## config.mk

```make
export PLATFORM = sky130hd
export DESIGN_NAME = utf8_text_paginator
export DESIGN_NICKNAME = d
export VERILOG_FILES = /design/src/hw/rtl/utp_pkg.sv /design/src/hw/rtl/utf8_text_paginator.sv /design/src/hw/rtl/utp_core.sv
export SDC_FILE = /design/constraint.sdc
export NUM_CORES = 1
export LEC_CHECK = 0
export ABC_AREA = 1
export BUFFER_PORTS_ARGS = -buffer_cell sky130_fd_sc_hd__buf_2
export CORE_UTILIZATION = 40
export DETAILED_ROUTE_END_ITERATION = 7
export HOLD_SLACK_MARGIN = 0.05
export PLACE_DENSITY = 0.64
export REMOVE_ABC_BUFFERS = 1
export SETUP_SLACK_MARGIN = 0.05
export SLEW_MARGIN = 30
export SYNTH_ARGS = -nofsm -noshare
export SYNTH_HDL_FRONTEND = slang
export SYNTH_SLANG_ARGS = --single-unit
```

## constraint.sdc

```tcl
create_clock -name clk_i -period 4.05 [get_ports clk_i]
set_input_delay 0.405 -clock clk_i [delete_from_list [all_inputs] [get_ports clk_i]]
set_output_delay 0.405 -clock clk_i [all_outputs]
set_load 0.02 [all_outputs]
```

## src/hw/rtl/utp_pkg.sv

```systemverilog
`default_nettype none

package utp_pkg;

  localparam int unsigned OffsetBits = 32;
  localparam int unsigned ValueBits  = 32;
  localparam int unsigned CodeBits   = 21;
  localparam int unsigned PenBits    = 13;

  localparam logic [11:0] WrapWidthReset    = 12'd320;
  localparam logic [7:0]  LinesPerPageReset = 8'd16;

  localparam logic [CodeBits-1:0] CodeCr = CodeBits'(8'h0D);
  localparam logic [CodeBits-1:0] CodeLf = CodeBits'(8'h0A);

  typedef enum logic {
    ActText = 1'b0,
    ActEnd  = 1'b1
  } action_e;

  typedef enum logic {
    KindPage  = 1'b0,
    KindLines = 1'b1
  } kind_e;

  typedef enum logic {
    RegWrapWidth    = 1'b0,
    RegLinesPerPage = 1'b1
  } reg_idx_e;

  typedef struct packed {
    logic [11:0] wrap_width;
    logic [7:0]  lines_per_page;
  } cfg_t;

  typedef struct packed {
    logic                 valid;
    logic                 kind;
    logic [ValueBits-1:0] value;
  } res_t;

endpackage

`default_nettype wire

```

## src/hw/rtl/utf8_text_paginator.sv

```systemverilog
// channel   direction  handshake               payload
// in        sink       in_valid_i/in_ready_o   action_i, data_byte_i, char_width_i
// out       source     out_valid_o/out_ready_i kind_o, value_o
// cfg       sink       cfg_valid_i/cfg_ready_o cfg_index_i, cfg_data_i
//
// One input item per cycle; a result is registered into the output
// register, or into the skid while the output is held. Results sit
// in a two-entry output buffer (output register plus skid), so input
// stalls only when both are full. cfg_ready_o is always high. Reset
// clears all counters and the decoder and loads the register defaults.
`default_nettype none

module utf8_text_paginator (
  input  wire logic        clk_i,
  input  wire logic        rst_ni,
  input  wire logic        in_valid_i,
  output logic             in_ready_o,
  input  wire logic        action_i,
  input  wire logic [7:0]  data_byte_i,
  input  wire logic [7:0]  char_width_i,
  output logic             out_valid_o,
  input  wire logic        out_ready_i,
  output logic             kind_o,
  output logic [31:0]      value_o,
  input  wire logic        cfg_valid_i,
  output logic             cfg_ready_o,
  input  wire logic        cfg_index_i,
  input  wire logic [11:0] cfg_data_i
);

  utp_pkg::cfg_t cfg_q;
  utp_pkg::res_t res;
  utp_pkg::res_t out_q, out_d;
  utp_pkg::res_t skid_q, skid_d;
  logic          accept;
  logic          pop;

  assign cfg_ready_o = 1'b1;

  always_ff @(posedge clk_i or negedge rst_ni) begin
    if (!rst_ni) begin
      cfg_q.wrap_width     <= utp_pkg::WrapWidthReset;
      cfg_q.lines_per_page <= utp_pkg::LinesPerPageReset;
    end else if (cfg_valid_i) begin
      unique case (cfg_index_i)
        utp_pkg::RegWrapWidth:    cfg_q.wrap_width     <= cfg_data_i;
        utp_pkg::RegLinesPerPage: cfg_q.lines_per_page <= cfg_data_i[7:0];
        default: ;
      endcase
    end
  end

  assign in_ready_o = !skid_q.valid;
  assign accept     = in_valid_i && in_ready_o;

  utp_core u_core (
    .clk_i,
    .rst_ni,
    .accept_i     (accept),
    .action_i,
    .data_byte_i,
    .char_width_i,
    .cfg_i        (cfg_q),
    .res_o        (res)
  );

  assign pop = out_q.valid && out_ready_i;

  always_comb begin
    out_d  = out_q;
    skid_d = skid_q;
    if (out_q.valid && !pop) begin
      if (res.valid) skid_d = res;
    end else if (skid_q.valid) begin
      out_d  = skid_q;
      skid_d = res;
    end else begin
      out_d = res;
    end
  end

  always_ff @(posedge clk_i or negedge rst_ni) begin
    if (!rst_ni) begin
      out_q  <= '0;
      skid_q <= '0;
    end else begin
      out_q  <= out_d;
      skid_q <= skid_d;
    end
  end

  assign out_valid_o = out_q.valid;
  assign kind_o      = out_q.kind;
  assign value_o     = out_q.value;

endmodule

`default_nettype wire

```

## src/hw/rtl/utp_core.sv

```systemverilog
`default_nettype none

module utp_core (
  input  wire logic        clk_i,
  input  wire logic        rst_ni,
  input  wire logic        accept_i,
  input  wire logic        action_i,
  input  wire logic [7:0]  data_byte_i,
  input  wire logic [7:0]  char_width_i,
  input  wire utp_pkg::cfg_t cfg_i,
  output utp_pkg::res_t    res_o
);

  logic [utp_pkg::CodeBits-1:0]   pcode_q, pcode_d;
  logic [1:0]                     need_q, need_d;
  logic [utp_pkg::OffsetBits-1:0] pos_q, pos_d;
  logic [utp_pkg::OffsetBits-1:0] cstart_q, cstart_d;
  logic [utp_pkg::PenBits-1:0]    pen_q, pen_d;
  logic [7:0]                     lpage_q, lpage_d;
  logic [utp_pkg::ValueBits-1:0]  ltotal_q, ltotal_d;

  logic                           done;
  logic [utp_pkg::CodeBits-1:0]   code;
  logic                           is_lf;
  logic [7:0]                     cw;
  logic [utp_pkg::PenBits:0]      pen_sum;
  logic                           wrap;
  logic [7:0]                     lpage_inc;
  logic [utp_pkg::ValueBits-1:0]  ltotal_inc;
  logic                           page;

  assign ltotal_inc = (&ltotal_q) ? ltotal_q : ltotal_q + 1'b1;

  always_comb begin
    pcode_d  = pcode_q;
    need_d   = need_q;
    pos_d    = pos_q;
    cstart_d = cstart_q;
    pen_d    = pen_q;
    lpage_d  = lpage_q;
    ltotal_d = ltotal_q;
    done     = 1'b0;
    code     = '0;
    is_lf    = 1'b0;
    cw       = '0;
    pen_sum  = '0;
    wrap     = 1'b0;
    lpage_inc = lpage_q + 8'd1;
    page     = 1'b0;
    res_o    = '0;

    if (accept_i) begin
      if (action_i == utp_pkg::ActEnd) begin
        res_o.valid = 1'b1;
        res_o.kind  = utp_pkg::KindLines;
        res_o.value = ltotal_inc;
        pcode_d  = '0;
        need_d   = '0;
        pos_d    = '0;
        cstart_d = '0;
        pen_d    = '0;
        lpage_d  = '0;
        ltotal_d = '0;
      end else begin
        if (need_q == 2'd0) cstart_d = pos_q;
        pos_d = (&pos_q) ? pos_q : pos_q + 1'b1;

        // continuation byte extends an open sequence; anything else restarts
        if (need_q != 2'd0 && data_byte_i[7:6] == 2'b10) begin
          pcode_d = {pcode_q[utp_pkg::CodeBits-7:0], data_byte_i[5:0]};
          need_d  = need_q - 2'd1;
          done    = (need_q == 2'd1);
          code    = pcode_d;
        end else begin
          need_d = 2'd0;
          priority if (!data_byte_i[7]) begin
            done = 1'b1;
            code = utp_pkg::CodeBits'(data_byte_i);
          end else if (data_byte_i[7:5] == 3'b110) begin
            pcode_d = utp_pkg::CodeBits'(data_byte_i[4:0]);
            need_d  = 2'd1;
          end else if (data_byte_i[7:4] == 4'b1110) begin
            pcode_d = utp_pkg::CodeBits'(data_byte_i[3:0]);
            need_d  = 2'd2;
          end else if (data_byte_i[7:3] == 5'b11110) begin
            pcode_d = utp_pkg::CodeBits'(data_byte_i[2:0]);
            need_d  = 2'd3;
          end else begin
            done = 1'b1;
            code = utp_pkg::CodeBits'(data_byte_i);
          end
        end

        if (done && code != utp_pkg::CodeCr) begin
          is_lf   = (code == utp_pkg::CodeLf);
          cw      = is_lf ? 8'd0 : char_width_i;
          pen_sum = {1'b0, pen_q} + (utp_pkg::PenBits+1)'(cw);
          wrap    = pen_sum >= (utp_pkg::PenBits+1)'(cfg_i.wrap_width);
          if (wrap || is_lf) begin
            lpage_d  = lpage_inc;
            ltotal_d = ltotal_inc;
            pen_d    = utp_pkg::PenBits'(cw);
            page     = (cfg_i.lines_per_page != 8'd0) && (lpage_inc == cfg_i.lines_per_page);
          end else begin
            pen_d = pen_sum[utp_pkg::PenBits-1:0];
          end
          if (page) begin
            lpage_d     = '0;
            res_o.valid = 1'b1;
            res_o.kind  = utp_pkg::KindPage;
            // a soft wrap starts the page at the wrapping character
            res_o.value = wrap ? utp_pkg::ValueBits'(cstart_d) : utp_pkg::ValueBits'(pos_d);
          end
        end
      end
    end
  end

  always_ff @(posedge clk_i or negedge rst_ni) begin
    if (!rst_ni) begin
      pcode_q  <= '0;
      need_q   <= '0;
      pos_q    <= '0;
      cstart_q <= '0;
      pen_q    <= '0;
      lpage_q  <= '0;
      ltotal_q <= '0;
    end else begin
      pcode_q  <= pcode_d;
      need_q   <= need_d;
      pos_q    <= pos_d;
      cstart_q <= cstart_d;
      pen_q    <= pen_d;
      lpage_q  <= lpage_d;
      ltotal_q <= ltotal_d;
    end
  end

endmodule

`default_nettype wire

```

==> results.toml <==
[floorplanning]
design.core.area_um2 = 33600
start_util = 0.407
die_h_um = 187
io_pins = 71
rows = 67
fp.dieArea_um2 = 34900
die_w_um = 187

[pwr]
p_per_area_nw_per_um2 = 399
p_leak_uw = 0.00822
irDropWorstVdd_uv = 302

[setup_path]
critical_path_class = "register to register"
r2r_setup_slack_ns = -0.36
crit_slowest_cell = "dfrtp_1"
r2r_start = "u_core.need_q[0]$_DFFE_PN0P_"
arrival_ns = 4.82
reg2reg_depth = 32
r2r_end = "u_core.ltotal_q[5]$_DFFE_PN0P_"
max_stage_delay_ns = 0.36
critical_path.max_fanout = 11
cp-start-kind = "register"
crit_path_end_kind = "register"
cp.required_ns = 4.47

[placement]
dp_slack_ns = -0.648
place_area_um2 = 15000
place_hpwl_mm = 28.8
place_congestion = 0.933
io_buffers = 69

[detailed_routing]
firstDrtPassIters = 6
drc = 0
first_iter_violations = 1063
route.antenna.remaining_nets = 0
wl_per_cell_um = 16.9
vias_per_cell = 5.22
vias = 13100
wirelength_mm = 42.6

[yosys]
yosysUniqueCellTypes = 46
ys_ff_latch = 222
netlist_area_um2 = 13700
synth-main-ff-cell = "dfrtp_1"
syn_inst = 1922
ys_seq_area_frac = 0.406
yosys_warnings = 0
async_flop_share = 1.00
syn_avg_cell_area_um2 = 7.12
synth_edf_count = 0

[hold_path]
worstHoldStart = "cfg_data_i[8]"
hp-class = "input port to register"
min_path_cells = 3
whs_endpoint = "cfg_q[16]$_DFFE_PN1P_"

[job]
cap_violations = 0

[clock_tree]
cts_root_buffer = "clkbuf_16"
tritoncts = "done"
cts.sinks = 222
cts_buffers = 27
clk_latency_ns = 0.55
htree_levels = 1
clk_path_buf_depth = 3
path_clk_slew_ns = 0.06

[sta]
finalCriticalPeriod_ns = 4.41
worst_slew_pin_slew_ns = 0.878
relSlewSlack = 0.413
setup_violations = 119
setup_ws_ns = -0.359
fin_skew_ns = 0.0288
finalHoldViolations = 0
fin_crit_sh = 1.09
rsz0062_at_grt = "yes"
slew_violations = 0
max_freq_mhz = 227

[finish]
drive_gt1_frac = 0.207
diodes = 0
num-nets-final = 2108
area_growth_pct = 23.7
design_area_um2 = 16900

[global_route]
grt_overflow = 0
grt_max_degree = 101
grtUsageTotal = 0.239
first_global_vias = 12600
grt_pass1_wl_mm = 67.5
antenna_found_initial = 0

[status]
status = "finished, violations left"
violations = "setup timing"
## per-stage QoR
| step | setup TNS, ns | total power [µW] | cells | hold WS [ns] | utilization |
|---|---|---|---|---|---|
| after detailed placement | -67.29 | 4000 | 2444 | 0.466 | 0.446 |
| final | -29.88 | 6750 | 2511 | 0.118 | 0.503 |
| after global routing | -59.10 | 7060 | 2511 | 0.144 | 0.503 |
| after floorplan | -170.60 | 3390 | 1836 | 0.109 | - |
| after CTS | -16.85 | 6660 | 2505 | 0.0949 | 0.490 |
| after global placement | -60.80 | 3980 | 2444 | 0.462 | 0.446 |
## registers in the layout, indices dropped and copies added (netlist names)
signal / cells
cfg_q: 20
value_o: 32
u_core.lpage_q: 8
out_valid_o: 1
u_core.need_q: 2
skid_q: 34
kind_o: 1
u_core.pos_q: 32
u_core.cstart_q: 32
u_core.ltotal_q: 32
u_core.pcode_q: 15
u_core.pen_q: 13
## synthesized netlist by cell type (all sizes together) (5+ instances only)
cell | count | area share
a21o | 6 | 0.0033
a21oi | 94 | 0.041
a31oi | 9 | 0.0041
buf | 41 | 0.021
clkbuf | 45 | 0.012
dfrtp | 219 | 0.40
ha | 26 | 0.024
inv | 214 | 0.059
nand2 | 569 | 0.16
nand3 | 205 | 0.078
nand4 | 28 | 0.013
nor2 | 173 | 0.051
nor3 | 22 | 0.0089
o21ai | 172 | 0.063
o22ai | 22 | 0.010
or2 | 5 | 0.0023
xor2 | 51 | 0.033
## cell usage in the layout (no fill, tap or decap), drive strengths merged
| cell type | instances |
|---|---|
| dfrtp | 219 |
| xnor2 | 2 |
| and2 | 1 |
| xor2 | 51 |
| dlygate4sd3 | 1 |
| inv | 214 |
| nand3b | 2 |
| dfstp | 3 |
| nor4 | 1 |
| nor3 | 22 |
| clkbuf | 41 |
| ha | 26 |
| a21o | 6 |
| nand4 | 28 |
| o21a | 1 |
| a21oi | 94 |
| a31oi | 9 |
| a22o | 3 |
| conb | 1 |
| or2 | 5 |
| a21boi | 2 |
| o22ai | 22 |
| clkinv | 7 |
| fa | 1 |
| o21ai | 172 |
| nor2 | 173 |
| nand3 | 205 |
| and3 | 1 |
| nand2 | 569 |
| buf | 178 |
| bufinv | 3 |
## critical path, delay by kind of cell (launching register included)
kind,cells,cell delay [ns]
adder cells (fa/ha/maj),3,0.67
AND/OR/NAND/NOR,14,1.46
buffers and inverters,8,0.90
AO/OA/AOI/OAI,6,0.71
XOR/XNOR,1,0.16
flip-flops,1,0.36
## cells by family after synthesis
group                      count (synthesis)  synth area share
AOI/OAI and AO/OA                        309             0.125
xor gates and xnor gates                  53            0.0339
adders and majority gates                 27            0.0252
buffers and inverters                    303            0.0926
DFF                                      222             0.406
other                                      1          0.000274
and+or+nand+nor                         1007             0.317
## report_power, final
| part | internal (µW) | switching (µW) |
|---|---|---|
| Clock | 1520 | 976 |
| Sequential | 2430 | 144 |
| Combinational | 676 | 1010 |
| Total | 4620 | 2130 |
## routing by layer
layer / vias up / track usage / routed length (µm)
met3: 52 / 0.0310 / 2150
met2: 367 / 0.395 / 20200
met4: 0 / 0.0668 / 1090
met1: 6235 / 0.328 / 19100
met5: - / 0 / 0
li1: 6447 / - / -
## layout make-up
type	count	area, µm²
fillers	3266	16700
clock buffers	39	781
flip-flops and latches	222	5560
repair buffers	181	1480
clock inverters	7	118
well taps	448	561
inverters	217	835
multi-input cells	1397	7590
## worst max path at each step
stage	slack (ns)	startpoint	end	depth (start not counted)
finish	-0.36	u_core.need_q[0]$_DFFE_PN0P_	u_core.ltotal_q[5]$_DFFE_PN0P_	32
global route	-0.60	u_core.need_q[0]$_DFFE_PN0P_	u_core.ltotal_q[19]$_DFFE_PN0P_	33
CTS	-0.23	u_core.need_q[1]$_DFFE_PN0P_	u_core.ltotal_q[31]$_DFFE_PN0P_	34
detailed placement	-0.65	data_byte_i[6]	u_core.ltotal_q[12]$_DFFE_PN0P_	35
global placement	-0.57	data_byte_i[6]	u_core.ltotal_q[16]$_DFFE_PN0P_	35
floorplan	-1.71	u_core.need_q[0]$_DFFE_PN0P_	u_core.lpage_q[7]$_DFFE_PN0P_	32
## timing repair
item | 4_1_cts | 5_1_grt
buffers inserted | 12 | 5
pin swaps | 29 | 41
resized for setup | 114 | 99
endpoints found under the setup margin | 119 | 119
gates cloned | 2 | 2
hold endpoints to repair | 84 | 0
hold buffers | 1 | 0
Power figures use the tool's default switching activity.
